**config.mk**
```make
export PLATFORM = sky130hd
export DESIGN_NAME = gradient_stop_position_fixup
export DESIGN_NICKNAME = d
export VERILOG_FILES = /design/src/hw/rtl/gspf_pkg.sv /design/src/hw/rtl/gradient_stop_position_fixup.sv /design/src/hw/rtl/gspf_ram.sv /design/src/hw/rtl/gspf_div.sv /design/src/hw/rtl/gspf_dp.sv /design/src/hw/rtl/gspf_ctrl.sv
export SDC_FILE = /design/constraint.sdc
export NUM_CORES = 2
export LEC_CHECK = 0
export ABC_CLOCK_PERIOD_IN_PS = 9150
export BUFFER_PORTS_ARGS = -buffer_cell sky130_fd_sc_hd__buf_2
export CORE_MARGIN = 1.5
export CORE_UTILIZATION = 23
export CTS_BUF_LIST = sky130_fd_sc_hd__clkbuf_8 sky130_fd_sc_hd__clkbuf_16
export DETAILED_ROUTE_END_ITERATION = 16
export PLACE_DENSITY_LB_ADDON = 0.1
export SETUP_SLACK_MARGIN = 0.15
export SLEW_MARGIN = 20
export SYNTH_ARGS = -nofsm -noshare
export SYNTH_HDL_FRONTEND = slang
export SYNTH_SLANG_ARGS = --single-unit
```
**constraint.sdc**
```tcl
create_clock -name clk -period 9.15 [get_ports clk]
set_clock_uncertainty 0.1 [all_clocks]
set_input_delay 0.4575 -clock clk [delete_from_list [all_inputs] [get_ports clk]]
set_output_delay 0.4575 -clock clk [all_outputs]
set_load 0.05 [all_outputs]
```
**src/hw/rtl/gspf_pkg.sv**
```systemverilog
`default_nettype none
package gspf_pkg;

    localparam int MAX_STOPS_DEF = 8;
    localparam int POS_W         = 32;
    localparam int AXIS_W        = 31;
    localparam int DIV_W         = 48;
    localparam int CFG_IDX_W     = 1;
    localparam int CFG_DATA_W    = 31;

    localparam logic [1:0] UNIT_NONE = 2'd0;
    localparam logic [1:0] UNIT_FRAC = 2'd1;
    localparam logic [1:0] UNIT_LEN  = 2'd2;
    localparam logic [1:0] UNIT_RSVD = 2'd3;

    localparam logic [CFG_IDX_W-1:0] REG_WRAP = 1'b0;
    localparam logic [CFG_IDX_W-1:0] REG_AXIS = 1'b1;

    localparam logic signed [POS_W-1:0] POS_ONE = 32'sd65536;

    typedef struct packed {
        logic [31:0]        stop_color;
        logic signed [31:0] stop_position;
        logic [1:0]         stop_unit;
        logic               stop_last;
    } stop_t;

    typedef struct packed {
        logic [31:0]        out_color;
        logic signed [31:0] out_position;
        logic               out_last;
        logic               out_overflow;
    } result_t;

    typedef enum logic [2:0] {
        SEL_FIRST,
        SEL_ZERO,
        SEL_ONE,
        SEL_SPAN,
        SEL_END
    } out_sel_t;

    typedef struct packed {
        logic     ld_store;
        logic     ld_div;
        logic     ld_div_wr;
        logic     p1_wr;
        logic     p1_first;
        logic     p1_tail;
        logic     set_begin;
        logic     scan_hit;
        logic     scan_wrap;
        logic     mul;
        logic     span_div;
        logic     end_adv;
        logic     emit;
        out_sel_t sel;
        logic     last;
        logic     overflow;
    } cmd_t;

    typedef struct packed {
        logic conic;
        logic known;
        logic div_done;
    } sts_t;

    function automatic logic signed [POS_W-1:0] sat32(input logic signed [DIV_W:0] v);
        logic signed [DIV_W:0] hi;
        logic signed [DIV_W:0] lo;
        hi = (DIV_W+1)'(64'sh7FFFFFFF);
        lo = -(DIV_W+1)'(64'sh80000000);
        if (v > hi)
            return 32'sh7FFFFFFF;
        else if (v < lo)
            return 32'sh80000000;
        else
            return v[POS_W-1:0];
    endfunction

endpackage
`default_nettype wire

```
**src/hw/rtl/gradient_stop_position_fixup.sv**
```systemverilog
`default_nettype none
// channel   signals                                   transfer when
// stop in   start, busy, stop                         start && !busy
// result    result_valid, result                      result_valid (one cycle, no stall)
// config    cfg_valid, cfg_ready, cfg_index, cfg_data cfg_valid && cfg_ready
//
// fraction and unspecified stops, and length stops in conic mode, load back to back
// a length stop in linear mode runs the 48-step serial divider and holds busy meanwhile
// on the last stop: a clamp walk visits each stop in order, then every stop is emitted;
// a spread stop waits for a multiply and the serial divider before its result
// rst_n resets the controller, list count and config; the stores need no clearing
// results cannot be stalled; busy drops in the cycle of the last result
module gradient_stop_position_fixup #(
    parameter int MAX_STOPS = gspf_pkg::MAX_STOPS_DEF
) (
    input  wire logic                            clk,
    input  wire logic                            rst_n,
    input  wire logic                            start,
    output logic                                 busy,
    input  wire gspf_pkg::stop_t                 stop,
    output logic                                 result_valid,
    output gspf_pkg::result_t                    result,
    input  wire logic                            cfg_valid,
    output logic                                 cfg_ready,
    input  wire logic [gspf_pkg::CFG_IDX_W-1:0]  cfg_index,
    input  wire logic [gspf_pkg::CFG_DATA_W-1:0] cfg_data
);

    localparam int IW = $clog2(MAX_STOPS);
    localparam int CW = $clog2(MAX_STOPS + 1);

    gspf_pkg::cmd_t  cmd;
    gspf_pkg::sts_t  sts;
    logic [IW-1:0]   addr;
    logic [CW-1:0]   k;
    logic [CW-1:0]   span;

    assign cfg_ready = 1'b1;

    gspf_ctrl #(.MAX_STOPS(MAX_STOPS)) u_ctrl (
        .clk       (clk),
        .rst_n     (rst_n),
        .start     (start),
        .busy      (busy),
        .stop_unit (stop.stop_unit),
        .stop_last (stop.stop_last),
        .sts       (sts),
        .cmd       (cmd),
        .addr      (addr),
        .k         (k),
        .span      (span)
    );

    gspf_dp #(.MAX_STOPS(MAX_STOPS)) u_dp (
        .clk          (clk),
        .rst_n        (rst_n),
        .stop         (stop),
        .cmd          (cmd),
        .addr         (addr),
        .k            (k),
        .span         (span),
        .sts          (sts),
        .cfg_valid    (cfg_valid),
        .cfg_index    (cfg_index),
        .cfg_data     (cfg_data),
        .result_valid (result_valid),
        .result       (result)
    );

    a_result_in_busy: assert property (@(posedge clk) disable iff (!rst_n)
        result_valid && !result.out_last |-> busy)
        else $error("result outside a busy interval");

    a_gap_after_last: assert property (@(posedge clk) disable iff (!rst_n)
        result_valid && result.out_last |=> !result_valid)
        else $error("result follows the last one");

    a_idle_after_last: assert property (@(posedge clk) disable iff (!rst_n)
        result_valid && result.out_last |-> !busy)
        else $error("still busy after the last result");

endmodule
`default_nettype wire

```
**src/hw/rtl/gspf_ram.sv**
```systemverilog
`default_nettype none
module gspf_ram #(
    parameter int WIDTH = 32,
    parameter int DEPTH = 8
) (
    input  wire logic                     clk,
    input  wire logic                     we,
    input  wire logic [$clog2(DEPTH)-1:0] waddr,
    input  wire logic [WIDTH-1:0]         wdata,
    input  wire logic [$clog2(DEPTH)-1:0] raddr,
    output logic      [WIDTH-1:0]         rdata
);

    logic [WIDTH-1:0] mem [DEPTH];

    always_ff @(posedge clk)
    begin
        if (we)
        begin
            mem[waddr] <= wdata;
        end
        rdata <= mem[raddr];
    end

endmodule
`default_nettype wire

```
**src/hw/rtl/gspf_div.sv**
```systemverilog
`default_nettype none
module gspf_div #(
    parameter int DW = gspf_pkg::DIV_W,
    parameter int VW = gspf_pkg::AXIS_W
) (
    input  wire logic                 clk,
    input  wire logic                 rst_n,
    input  wire logic                 start,
    input  wire logic signed [DW-1:0] dividend,
    input  wire logic [VW-1:0]        divisor,
    output logic                      done,
    output logic signed [DW-1:0]      quotient
);

    localparam int CNT_W = $clog2(DW + 1);

    logic              run_reg,  run_next;
    logic              done_reg, done_next;
    logic [CNT_W-1:0]  cnt_reg,  cnt_next;
    logic              neg_reg,  neg_next;
    logic [VW-1:0]     rem_reg,  rem_next;
    logic [DW-1:0]     quo_reg,  quo_next;
    logic [VW-1:0]     dvs_reg,  dvs_next;
    logic [VW:0]       trial;
    logic              ge;

    always_comb
    begin
        trial     = {rem_reg, quo_reg[DW-1]};
        ge        = (trial >= {1'b0, dvs_reg});
        run_next  = run_reg;
        done_next = 1'b0;
        cnt_next  = cnt_reg;
        neg_next  = neg_reg;
        rem_next  = rem_reg;
        quo_next  = quo_reg;
        dvs_next  = dvs_reg;
        if (start)
        begin
            run_next = 1'b1;
            cnt_next = CNT_W'(DW);
            neg_next = dividend[DW-1];
            rem_next = '0;
            quo_next = dividend[DW-1] ? DW'(-dividend) : DW'(dividend);
            dvs_next = divisor;
        end
        else if (run_reg)
        begin
            rem_next = ge ? VW'(trial - {1'b0, dvs_reg}) : trial[VW-1:0];
            quo_next = {quo_reg[DW-2:0], ge};
            cnt_next = cnt_reg - CNT_W'(1);
            if (cnt_reg == CNT_W'(1))
            begin
                run_next  = 1'b0;
                done_next = 1'b1;
            end
        end
    end

    always_ff @(posedge clk or negedge rst_n)
    begin
        if (!rst_n)
        begin
            run_reg  <= 1'b0;
            done_reg <= 1'b0;
            cnt_reg  <= '0;
        end
        else
        begin
            run_reg  <= run_next;
            done_reg <= done_next;
            cnt_reg  <= cnt_next;
        end
    end

    always_ff @(posedge clk)
    begin
        neg_reg <= neg_next;
        rem_reg <= rem_next;
        quo_reg <= quo_next;
        dvs_reg <= dvs_next;
    end

    assign done     = done_reg;
    assign quotient = neg_reg ? -$signed(quo_reg) : $signed(quo_reg);

endmodule
`default_nettype wire

```
**src/hw/rtl/gspf_dp.sv**
```systemverilog
`default_nettype none
module gspf_dp #(
    parameter int MAX_STOPS = gspf_pkg::MAX_STOPS_DEF
) (
    input  wire logic                                  clk,
    input  wire logic                                  rst_n,
    input  wire gspf_pkg::stop_t                       stop,
    input  wire gspf_pkg::cmd_t                        cmd,
    input  wire logic [$clog2(MAX_STOPS)-1:0]          addr,
    input  wire logic [$clog2(MAX_STOPS+1)-1:0]        k,
    input  wire logic [$clog2(MAX_STOPS+1)-1:0]        span,
    output gspf_pkg::sts_t                             sts,
    input  wire logic                                  cfg_valid,
    input  wire logic [gspf_pkg::CFG_IDX_W-1:0]        cfg_index,
    input  wire logic [gspf_pkg::CFG_DATA_W-1:0]       cfg_data,
    output logic                                       result_valid,
    output gspf_pkg::result_t                          result
);

    localparam int CW = $clog2(MAX_STOPS + 1);
    localparam int PW = 35 + CW;
    localparam int DW = gspf_pkg::DIV_W;
    localparam int AW = gspf_pkg::AXIS_W;

    logic                       wrap_reg;
    logic [AW-1:0]              axis_reg;
    logic signed [31:0]         a_reg, pos0_reg, prev_reg;
    logic signed [32:0]         anchor_reg;
    logic signed [33:0]         diff_reg;
    logic signed [PW-1:0]       prod_reg;
    logic                       out_valid_reg;
    gspf_pkg::result_t          out_reg;

    logic [31:0]                color_rd;
    logic [32:0]                pos_rd;
    logic                       pos_we;
    logic [32:0]                pos_wd;
    logic signed [31:0]         d;
    logic                       kn, kn2;
    logic signed [31:0]         v, v0;
    logic signed [32:0]         anchor_c;
    logic                       div_start;
    logic signed [DW-1:0]       dvd;
    logic [AW-1:0]              dvs;
    logic                       div_done;
    logic signed [DW-1:0]       q;
    logic signed [31:0]         q_sat, span_pos, pos_sel;
    logic                       in_known;
    logic signed [31:0]         in_pos;

    assign d  = $signed(pos_rd[31:0]);
    assign kn = pos_rd[32];

    always_comb
    begin
        in_known = (stop.stop_unit == gspf_pkg::UNIT_FRAC);
        in_pos   = in_known ? stop.stop_position : 32'sd0;
        kn2      = kn | (cmd.p1_tail & ~wrap_reg);
        v0       = kn ? d : gspf_pkg::POS_ONE;
        if (cmd.p1_first)
            v = kn ? d : 32'sd0;
        else
            v = (v0 < prev_reg) ? prev_reg : v0;
        q_sat    = gspf_pkg::sat32((DW+1)'(q));
        span_pos = gspf_pkg::sat32((DW+1)'(a_reg) + (DW+1)'(q));
        anchor_c = cmd.scan_hit ? 33'(d) : (33'(pos0_reg) + 33'(gspf_pkg::POS_ONE));
        pos_we   = 1'b0;
        pos_wd   = {in_known, in_pos};
        if (cmd.ld_store)
        begin
            pos_we = 1'b1;
        end
        else if (cmd.ld_div_wr)
        begin
            pos_we = 1'b1;
            pos_wd = {1'b1, q_sat};
        end
        else if (cmd.p1_wr && (cmd.p1_first || kn2))
        begin
            pos_we = 1'b1;
            pos_wd = {1'b1, v};
        end
        div_start = cmd.ld_div | cmd.span_div;
        if (cmd.ld_div)
        begin
            dvd = {stop.stop_position, 16'b0};
            dvs = (axis_reg == '0) ? AW'(1) : axis_reg;
        end
        else
        begin
            dvd = {{(DW-PW){prod_reg[PW-1]}}, prod_reg};
            dvs = AW'(span);
        end
        case (cmd.sel)
            gspf_pkg::SEL_FIRST: pos_sel = pos0_reg;
            gspf_pkg::SEL_ZERO:  pos_sel = 32'sd0;
            gspf_pkg::SEL_ONE:   pos_sel = gspf_pkg::POS_ONE;
            gspf_pkg::SEL_SPAN:  pos_sel = span_pos;
            gspf_pkg::SEL_END:   pos_sel = anchor_reg[31:0];
            default:             pos_sel = 32'sd0;
        endcase
    end

    gspf_ram #(.WIDTH(32), .DEPTH(MAX_STOPS)) u_color_ram (
        .clk   (clk),
        .we    (cmd.ld_store),
        .waddr (addr),
        .wdata (stop.stop_color),
        .raddr (addr),
        .rdata (color_rd)
    );

    gspf_ram #(.WIDTH(33), .DEPTH(MAX_STOPS)) u_pos_ram (
        .clk   (clk),
        .we    (pos_we),
        .waddr (addr),
        .wdata (pos_wd),
        .raddr (addr),
        .rdata (pos_rd)
    );

    gspf_div #(.DW(DW), .VW(AW)) u_div (
        .clk      (clk),
        .rst_n    (rst_n),
        .start    (div_start),
        .dividend (dvd),
        .divisor  (dvs),
        .done     (div_done),
        .quotient (q)
    );

    always_ff @(posedge clk or negedge rst_n)
    begin
        if (!rst_n)
        begin
            wrap_reg      <= 1'b0;
            axis_reg      <= AW'(65536);
            out_valid_reg <= 1'b0;
        end
        else
        begin
            out_valid_reg <= cmd.emit;
            if (cfg_valid)
            begin
                case (cfg_index)
                    gspf_pkg::REG_WRAP: wrap_reg <= cfg_data[0];
                    gspf_pkg::REG_AXIS: axis_reg <= cfg_data;
                    default:            wrap_reg <= wrap_reg;
                endcase
            end
        end
    end

    always_ff @(posedge clk)
    begin
        if (cmd.p1_wr)
        begin
            if (cmd.p1_first)
            begin
                pos0_reg <= v;
                prev_reg <= v;
            end
            else if (kn2)
            begin
                prev_reg <= v;
            end
        end
        if (cmd.set_begin)
            a_reg <= pos0_reg;
        else if (cmd.end_adv)
            a_reg <= anchor_reg[31:0];
        if (cmd.scan_hit || cmd.scan_wrap)
        begin
            anchor_reg <= anchor_c;
            diff_reg   <= 34'(anchor_c) - 34'(a_reg);
        end
        if (cmd.mul)
            prod_reg <= PW'(diff_reg * $signed({1'b0, k}));
        if (cmd.emit)
        begin
            out_reg.out_color    <= color_rd;
            out_reg.out_position <= pos_sel;
            out_reg.out_last     <= cmd.last;
            out_reg.out_overflow <= cmd.overflow;
        end
    end

    assign sts.conic    = wrap_reg;
    assign sts.known    = kn;
    assign sts.div_done = div_done;
    assign result_valid = out_valid_reg;
    assign result       = out_reg;

endmodule
`default_nettype wire

```
**src/hw/rtl/gspf_ctrl.sv**
```systemverilog
`default_nettype none
module gspf_ctrl #(
    parameter int MAX_STOPS = gspf_pkg::MAX_STOPS_DEF
) (
    input  wire logic                               clk,
    input  wire logic                               rst_n,
    input  wire logic                               start,
    output logic                                    busy,
    input  wire logic [1:0]                         stop_unit,
    input  wire logic                               stop_last,
    input  wire gspf_pkg::sts_t                     sts,
    output gspf_pkg::cmd_t                          cmd,
    output logic [$clog2(MAX_STOPS)-1:0]            addr,
    output logic [$clog2(MAX_STOPS+1)-1:0]          k,
    output logic [$clog2(MAX_STOPS+1)-1:0]          span
);

    localparam int IW = $clog2(MAX_STOPS);
    localparam int CW = $clog2(MAX_STOPS + 1);

    typedef enum logic [3:0] {
        IDLE, LD_WAIT, P1_RD, P1_WR, E0_RD, E0_EM, SGL_EM, NEXT,
        SC_RD, SC_CHK, SP_MUL, SP_DIV, SP_WAIT, SP_EM, END_RD, END_EM
    } state_t;

    state_t         state_reg, state_next;
    logic [CW-1:0]  loaded_reg, loaded_next;
    logic           ovf_reg, ovf_next;
    logic           hold_reg, hold_next;
    logic [CW-1:0]  i_reg, i_next;
    logic [CW-1:0]  begin_reg, begin_next;
    logic [CW-1:0]  end_reg, end_next;
    logic [CW-1:0]  k_reg, k_next;
    logic [CW-1:0]  span_reg, span_next;
    logic           busy_reg, busy_next;
    logic [CW-1:0]  addr_c;
    logic [CW-1:0]  cur;
    logic [CW-1:0]  cnt_m1;

    always_comb
    begin
        state_next  = state_reg;
        loaded_next = loaded_reg;
        ovf_next    = ovf_reg;
        hold_next   = hold_reg;
        i_next      = i_reg;
        begin_next  = begin_reg;
        end_next    = end_reg;
        k_next      = k_reg;
        span_next   = span_reg;
        cmd         = '0;
        cmd.sel     = gspf_pkg::SEL_FIRST;
        cmd.overflow = ovf_reg;
        addr_c      = i_reg;
        cur         = begin_reg + k_reg;
        cnt_m1      = loaded_reg - CW'(1);
        case (state_reg)
            IDLE:
            begin
                addr_c = loaded_reg;
                if (start)
                begin
                    i_next = '0;
                    if (loaded_reg < CW'(MAX_STOPS))
                    begin
                        cmd.ld_store = 1'b1;
                        loaded_next  = loaded_reg + CW'(1);
                        if (stop_unit == gspf_pkg::UNIT_LEN && !sts.conic)
                        begin
                            cmd.ld_div = 1'b1;
                            hold_next  = stop_last;
                            state_next = LD_WAIT;
                        end
                        else if (stop_last)
                        begin
                            state_next = P1_RD;
                        end
                    end
                    else
                    begin
                        ovf_next = 1'b1;
                        if (stop_last)
                            state_next = P1_RD;
                    end
                end
            end
            LD_WAIT:
            begin
                addr_c = cnt_m1;
                if (sts.div_done)
                begin
                    cmd.ld_div_wr = 1'b1;
                    state_next    = hold_reg ? P1_RD : IDLE;
                end
            end
            P1_RD:
            begin
                state_next = P1_WR;
            end
            P1_WR:
            begin
                cmd.p1_wr    = 1'b1;
                cmd.p1_first = (i_reg == '0);
                cmd.p1_tail  = (i_reg == cnt_m1);
                if (i_reg == cnt_m1)
                    state_next = E0_RD;
                else
                begin
                    i_next     = i_reg + CW'(1);
                    state_next = P1_RD;
                end
            end
            E0_RD:
            begin
                addr_c     = '0;
                state_next = E0_EM;
            end
            E0_EM:
            begin
                addr_c   = '0;
                cmd.emit = 1'b1;
                if (loaded_reg == CW'(1))
                begin
                    if (sts.conic)
                    begin
                        cmd.last   = 1'b1;
                        state_next = IDLE;
                        loaded_next = '0;
                        ovf_next    = 1'b0;
                    end
                    else
                    begin
                        cmd.sel    = gspf_pkg::SEL_ZERO;
                        state_next = SGL_EM;
                    end
                end
                else
                begin
                    cmd.set_begin = 1'b1;
                    begin_next    = '0;
                    state_next    = NEXT;
                end
            end
            SGL_EM:
            begin
                addr_c      = '0;
                cmd.emit    = 1'b1;
                cmd.sel     = gspf_pkg::SEL_ONE;
                cmd.last    = 1'b1;
                loaded_next = '0;
                ovf_next    = 1'b0;
                state_next  = IDLE;
            end
            NEXT:
            begin
                if (begin_reg == cnt_m1)
                begin
                    loaded_next = '0;
                    ovf_next    = 1'b0;
                    state_next  = IDLE;
                end
                else
                begin
                    i_next     = begin_reg + CW'(1);
                    state_next = SC_RD;
                end
            end
            SC_RD:
            begin
                state_next = SC_CHK;
            end
            SC_CHK:
            begin
                k_next = CW'(1);
                if (sts.known)
                begin
                    cmd.scan_hit = 1'b1;
                    end_next     = i_reg;
                    span_next    = i_reg - begin_reg;
                    state_next   = ((i_reg - begin_reg) > CW'(1)) ? SP_MUL : END_RD;
                end
                else if (i_reg == cnt_m1)
                begin
                    cmd.scan_wrap = 1'b1;
                    end_next      = loaded_reg;
                    span_next     = loaded_reg - begin_reg;
                    state_next    = SP_MUL;
                end
                else
                begin
                    i_next     = i_reg + CW'(1);
                    state_next = SC_RD;
                end
            end
            SP_MUL:
            begin
                addr_c     = cur;
                cmd.mul    = 1'b1;
                state_next = SP_DIV;
            end
            SP_DIV:
            begin
                addr_c       = cur;
                cmd.span_div = 1'b1;
                state_next   = SP_WAIT;
            end
            SP_WAIT:
            begin
                addr_c = cur;
                if (sts.div_done)
                    state_next = SP_EM;
            end
            SP_EM:
            begin
                addr_c   = cur;
                cmd.emit = 1'b1;
                cmd.sel  = gspf_pkg::SEL_SPAN;
                cmd.last = (cur == cnt_m1);
                k_next   = k_reg + CW'(1);
                if ((k_reg + CW'(1)) < span_reg)
                    state_next = SP_MUL;
                else if (end_reg < loaded_reg)
                    state_next = END_RD;
                else
                begin
                    loaded_next = '0;
                    ovf_next    = 1'b0;
                    state_next  = IDLE;
                end
            end
            END_RD:
            begin
                addr_c     = end_reg;
                state_next = END_EM;
            end
            END_EM:
            begin
                addr_c      = end_reg;
                cmd.emit    = 1'b1;
                cmd.sel     = gspf_pkg::SEL_END;
                cmd.last    = (end_reg == cnt_m1);
                cmd.end_adv = 1'b1;
                begin_next  = end_reg;
                if (end_reg == cnt_m1)
                begin
                    loaded_next = '0;
                    ovf_next    = 1'b0;
                    state_next  = IDLE;
                end
                else
                    state_next = NEXT;
            end
            default:
            begin
                state_next = IDLE;
            end
        endcase
        busy_next = (state_next != IDLE);
    end

    always_ff @(posedge clk or negedge rst_n)
    begin
        if (!rst_n)
        begin
            state_reg  <= IDLE;
            loaded_reg <= '0;
            ovf_reg    <= 1'b0;
            hold_reg   <= 1'b0;
            i_reg      <= '0;
            begin_reg  <= '0;
            end_reg    <= '0;
            k_reg      <= '0;
            span_reg   <= '0;
            busy_reg   <= 1'b0;
        end
        else
        begin
            state_reg  <= state_next;
            loaded_reg <= loaded_next;
            ovf_reg    <= ovf_next;
            hold_reg   <= hold_next;
            i_reg      <= i_next;
            begin_reg  <= begin_next;
            end_reg    <= end_next;
            k_reg      <= k_next;
            span_reg   <= span_next;
            busy_reg   <= busy_next;
        end
    end

    assign busy = busy_reg;
    assign addr = addr_c[IW-1:0];
    assign k    = k_reg;
    assign span = span_reg;

endmodule
`default_nettype wire
```
After elaboration in Yosys (flattened, before gate mapping)
Memory sizes are Yosys's and may differ from the RTL's. A register that Yosys moved wholly into a read port is not among the register bits.
Index checks and enable logic that the tools add are counted.
Word-level totals
  input port bits: 103
  bits in writable memories: 520
  memories kept: 2
  flip-flop bits (word level): 450
  output and inout bits: 69
  word-level logic and storage cells: 245
Memories
  u_dp.u_pos_ram.mem: words 8, width 33, read ports 1, clocked after Yosys merged registers in 1, wr ports 1, line gspf_ram.sv:14  | logic [WIDTH-1:0] mem [DEPTH];
  u_dp.u_color_ram.mem: words 8, width 32, read ports 1, clocked after Yosys merged registers in 1, wr ports 1, line gspf_ram.sv:14
Cells by class
  add/sub/neg operators: 15
  multipliers: 1
  muxes and demuxes: 110
  equality and inequality tests: 38
  bitwise logic cells: 6
  reduce and logical (&&, ||, !) cells: 32
  magnitude comparators: 10
Operators by type and width (count)
  $mux W32: 13
  $mux W48: 5
  $mux W33: 4
  $pmux W32 S4: 1
  $mux W4: 31
  $neg A48 Y48: 2
  $pmux W4 S16: 1
  $add A32 B48 Y49: 1
  $gt A49 B32 Y1 const B: 1
  $lt A49 B32 Y1 const B: 1
  $gt A48 B32 Y1 const B: 1
  $lt A48 B32 Y1 const B: 1
  $mul A34 B5 Y39: 1
  $mux W1: 34
  $sub A33 B32 Y34: 1
  $add A32 B18 Y33 const B: 1
  $eq A4 B4 Y1 const B: 8
  $ge A32 B31 Y1: 1
  $lt A32 B32 Y1: 1
  $logic_not A31 Y1: 1
  $mux W31: 1
  $sub A31 B31 Y31: 1
  $pmux W4 S6: 1
  $pmux W5 S4: 1
  43 further kinds: 98

Logic depth before layout (Yosys ltp)
  depth after elaboration: 12
  mapped depth: 21
  gate-level depth less buffers: 20

Modules after synthesis
A second synthesis with hierarchy kept.
Unflattened totals
  cells, all modules: 4454
  area, all modules: 56095.0 µm²
Modules (own cells, without submodules)
  gspf_dp: times used 1, area an instance 23633.9 µm², seq. area each 8844.7 µm², cells each 2320
  gspf_ram at u_dp.u_pos_ram: times used 1, area an instance 10640.2 µm², seq. area each 8588.2 µm², cells each 427
  gspf_ram at u_dp.u_color_ram: times used 1, area an instance 10466.3 µm², seq. area each 8328.0 µm², cells each 415
  gspf_div: times used 1, area an instance 8348.0 µm², seq. area each 3223.1 µm², cells each 924
  gspf_ctrl: times used 1, area an instance 2995.4 µm², seq. area each 775.7 µm², cells each 366
  gradient_stop_position_fixup: times used 1, area an instance 11.3 µm², seq. area each 0.0 µm², cells each 2

Worst setup path after synthesis
Ideal clock, no wire load.
  path type: flip-flop to flip-flop
  start point: reg u_ctrl.k_reg[1] (netlist: u_ctrl.k[1])
  end point: mem u_dp.u_color_ram.mem[12][0] (netlist: u_dp.u_color_ram.mem[6][0]) (enable)
  library setup time: 501 ps
  clock period less this slack: 6558 ps
  data arrival time: 5956 ps
  path slack: 2592 ps
  cell stages (with the launch flop): 14
  buffers on the path: 6
  required time: 8549 ps
  cells stage by stage: dfrtp_1 > clkbuf_1 > clkbuf_1 > inv_1 > fa_1 > xnor2_1 > nand2_1 > a21o_1 > and3_1 > clkbuf_1 > buf_1 > clkbuf_1 > clkbuf_1 > nor4_1
On the way
  cells in the longest elaborated chain, start to end: 2
RTL lines
  start: declaration: line gspf_ctrl.sv:33  | logic [CW-1:0] k_reg, k_next;
  start signal: assignment: line gspf_ctrl.sv:285  | k_reg <= k_next;
  $add A4 B4 Y4: line gspf_ctrl.sv:55  | cur = begin_reg + k_reg;
  $pmux W3 S5: line gspf_ctrl.sv:57  | case (state_reg)
  end: declaration: line gspf_ram.sv:14
No other way between the ends.

Final worst setup path
  start point: reg u_dp.u_div.quo_reg[9]
  end point: reg u_dp.out_reg, in the netlist u_dp.result[4], data pin
On the way
  cells in the longest elaborated chain, start to end: 7
  elaborated cells on any way between the ends: 8
  those cells by class: add/sub: 2; order compare: 2; mux: 4
RTL lines
  start: declaration: line gspf_div.sv:22  | logic [DW-1:0] quo_reg, quo_next;
  start signal: assignment: line gspf_div.sv:80  | quo_reg <= quo_next;
  $neg A48 Y48: line gspf_div.sv:85  | assign quotient = neg_reg ? -$signed(quo_reg) : $signed(quo_reg);
  $mux W48 *: line gspf_div.sv:85
  $add A32 B48 Y49 *: line gspf_dp.sv:65  | span_pos = gspf_pkg::sat32((DW+1)'(a_reg) + (DW+1)'(q));
  $lt A49 B32 Y1: line gspf_pkg.sv:75  | else if (v < lo)
  $mux W32: line gspf_pkg.sv:75
  $mux W32 *: line gspf_pkg.sv:73  | if (v > hi)
  $pmux W32 S4 *: line gspf_dp.sv:94  | case (cmd.sel)
  named net u_dp.pos_sel[2]: line gspf_dp.sv:47  | logic signed [31:0] q_sat, span_pos, pos_sel;
  end: declaration: line gspf_dp.sv:32  | gspf_pkg::result_t out_reg;
Mark *: on every way through the listed nets, which the timed path passes. The rest lies on a longest branch.
A chain may end at the register's enable or synchronous reset.

==> results.json <==
{
  "period_share_pct": 75.80,
  "worst_slew_pin_slew_ps": 1091,
  "netlist_instances": 5236,
  "regArea_sq_um": 29760,
  "status": "finished, final reports clean",
  "clk_pin_slew_ps": 60,
  "track_usage_pct": 16.08,
  "cts_sinks": 1035,
  "core.rowCount": 180,
  "rsz0062_at_grt": "no",
  "io_buffers": 170,
  "grt_max_degree": 105,
  "power.total_mw": 24.61,
  "die-area_sq_um": 245500,
  "post_cts_buffers": 0,
  "yosysWarnings": 0,
  "ctsResizeCount": 0,
  "viasPerCell": 4.633,
  "powerDensity_nw_per_um2": 373.0,
  "slew_headroom_pct": 26.91,
  "final_max_slew_viol_count": 0,
  "syn-cell-area_sq_um": 55780,
  "htreeDepth": 4,
  "instances_no_fill": 8751,
  "clk_path_buf_depth": 3,
  "regMostFlops": "u_dp.u_pos_ram.mem",
  "drtAntennaViolNets": 0,
  "die_w_um": 495.4,
  "drive_gt1_share_pct": 11.16,
  "clock.fmax_ghz": 0.1442,
  "synth.area.top_cells": "edfxtp_1, ha_1, nand2_1",
  "synth_edf_count": 867,
  "synth.distinct_cells": 84,
  "first_pass_iters": 8,
  "cp_common_cell": "or3_1",
  "syn_nets": 5660,
  "syn2layout_area_growth_pct": 18.30,
  "period_minus_slack_ps": 6935,
  "fillers": 25281,
  "start_kind": "register",
  "root_buffer": "clkbuf_16",
  "routed_wl_um": 199000,
  "largest_reg_flops": 264,
  "peakVddDrop_mv": 0.2060,
  "start_util_pct": 23.17,
  "drc": 0,
  "multiInputGateArea_sq_um": 24160,
  "initialDrtViolationCount": 2790,
  "overflow": 0,
  "setup_ws_ps": 2215,
  "cap_violations": 0,
  "wire_per_inst_um": 22.74,
  "cts_hold_buf": 68,
  "finalSetupViolations": 0,
  "core_sq_um": 240800,
  "final_nets": 5868,
  "synth_top_cell_by_area": "edfxtp_1",
  "crit_chain": "or4_4 -> nor4_4 -> nand3_1 -> o21a_1 -> a21o_1 -> xor2_1 -> ha_1 -> nand2_1 -> or3_1 -> or3_1 -> a311oi_1 -> nor2_1 -> o21ai_1 -> xnor2_1 -> or4_1 -> nor4_1 -> a31oi_4 -> buf_4 -> o311ai_0",
  "dp.final_hpwl_um": 139100,
  "grt_pass1_vias": 40898,
  "post-place-cells": 8423,
  "gp_congestion": 0.8828,
  "setup_tns_ps": 0,
  "hold_slack_ps": 66.36,
  "ys_async_sr_fraction_pct": 6.957,
  "tritoncts": "yes",
  "ys.flop_type": "edfxtp_1",
  "avgSynthCellArea_sq_um": 10.65,
  "cp_data_arrival_time_ps": 7390,
  "clock_latency_ps": 810,
  "gr-usage-met3_pct": 2.224,
  "worst_path_max_delay_cell": "or4_4",
  "ys_seq_area_share_pct": 53.36,
  "io_pins": 172,
  "met2_usage_pct": 25.49,
  "die_height_um": 495.4,
  "cts_inserted_buffers": 134,
  "slowest_delay_ps": 600,
  "grt_pass1_wl_um": 291400,
  "end_kind": "register",
  "cellLeakagePower_nw": 25.03,
  "final-hold-violation-count": 0,
  "hold_class": "in -> async",
  "final_cell_mix": "edfxtp_1, nand2_1, inv_1",
  "cp_max_fo": 31,
  "yosysTopAreaCellShare_pct": 46.68,
  "num_vias": 40547,
  "antenna_found_initial": 20,
  "pre_cts_ws_ps": 2270,
  "cp.required_ps": 9600,
  "ys_seq_elements": 1035,
  "met1_usage_pct": 23.00,
  "worstSetupPathType": "reg -> reg",
  "grt_busiest_layer": "met2",
  "final_common_cell": "edfxtp_1"
}
[cell usage after synthesis (48+ instances only)]
cell,number
dfrtp_1,71
ha_1,246
edfxtp_1,867
a21o_1,88
o211ai_1,60
and2_1,170
mux2i_1,48
mux2_2,79
clkbuf_1,228
fa_1,75
xnor2_1,161
nand2_1,764
a22oi_1,68
nand3_1,197
dfxtp_1,96
o21ai_0,279
nor3_1,82
xor2_1,113
inv_1,326
nor2_1,239
a21oi_1,346
a211oi_1,81
[critical path, delay by kind of cell, from the launching register on]
family / cells / cell delay [ps]
simple gates: 9 / 3370
compound gates: 6 / 1750
flops: 1 / 450
fa+ha+maj: 1 / 450
buf+inv: 1 / 290
xor+xnor: 2 / 260
[routing by layer]
| layer | vias to the layer above | wire length [um] |
|---|---|---|
| li1 | 19388 | - |
| met1 | 20225 | 97680 |
| met2 | 717 | 89980 |
| met3 | 211 | 7316 |
| met4 | 6 | 4002 |
| met5 | - | 32 |
[area by class of cell]
type,instances,area share [%]
inverter,326,1.855
sequential,1035,45.11
multi-input combinational,3612,36.61
tap,3185,6.040
antenna,9,0.03413
timing repair buffer,335,3.444
clock inverter,106,1.627
clock buffer,143,5.287
[through the flow]
stage / area (sq um) / utilization (%)
CTS: 65940 / 27.39
global route: 65980 / 27.40
detailed placement: 60700 / 25.21
global placement: 60700 / 25.21
finish: 65980 / 27.41
floorplan: 55780 / -
[worst paths after layout]
path / start / endpoint / slack, ps / cells past startpoint
worst max-delay path: u_dp.u_div.quo_reg[9] / u_dp.result[4] / 2210 / 19
worst min-delay path: rst_n / u_dp.axis_reg[6] / 70 / 2
worst max register to register: u_dp.u_div.quo_reg[9] / u_dp.result[4] / 2210 / 19
worst min register to register: u_dp.u_color_ram.rdata[6] / u_dp.result[40] / 290 / 0
max in group asynchronous: rst_n / u_dp.u_div.run_reg / 7820 / 3
min in group clk: stop[33] / u_dp.u_div.quo_reg[46] / 140 / 3
[kinds of logic (layout without fill, tap and decap cells)]
group / Yosys count / after routing / share of synthesized area, %
buffers and inverters: 589 / 910 / 3.997
other: 1 / 10 / 0.006723
muxes: 127 / 127 / 2.456
adders and majority gates: 321 / 321 / 8.210
xor gates and xnor gates: 274 / 274 / 4.303
DFF: 1035 / 1035 / 53.36
AOI/OAI and AO/OA: 1218 / 1218 / 13.84
and+or+nand+nor: 1671 / 1671 / 13.83
[where the power goes]
group	total, mW	switching (mW)	internal (mW)
registers	7.36	0.793	6.56
clock network	5.37	2.28	3.09
logic	11.9	8.04	3.84
No activity file was read; power rests on OpenSTA's default activity.
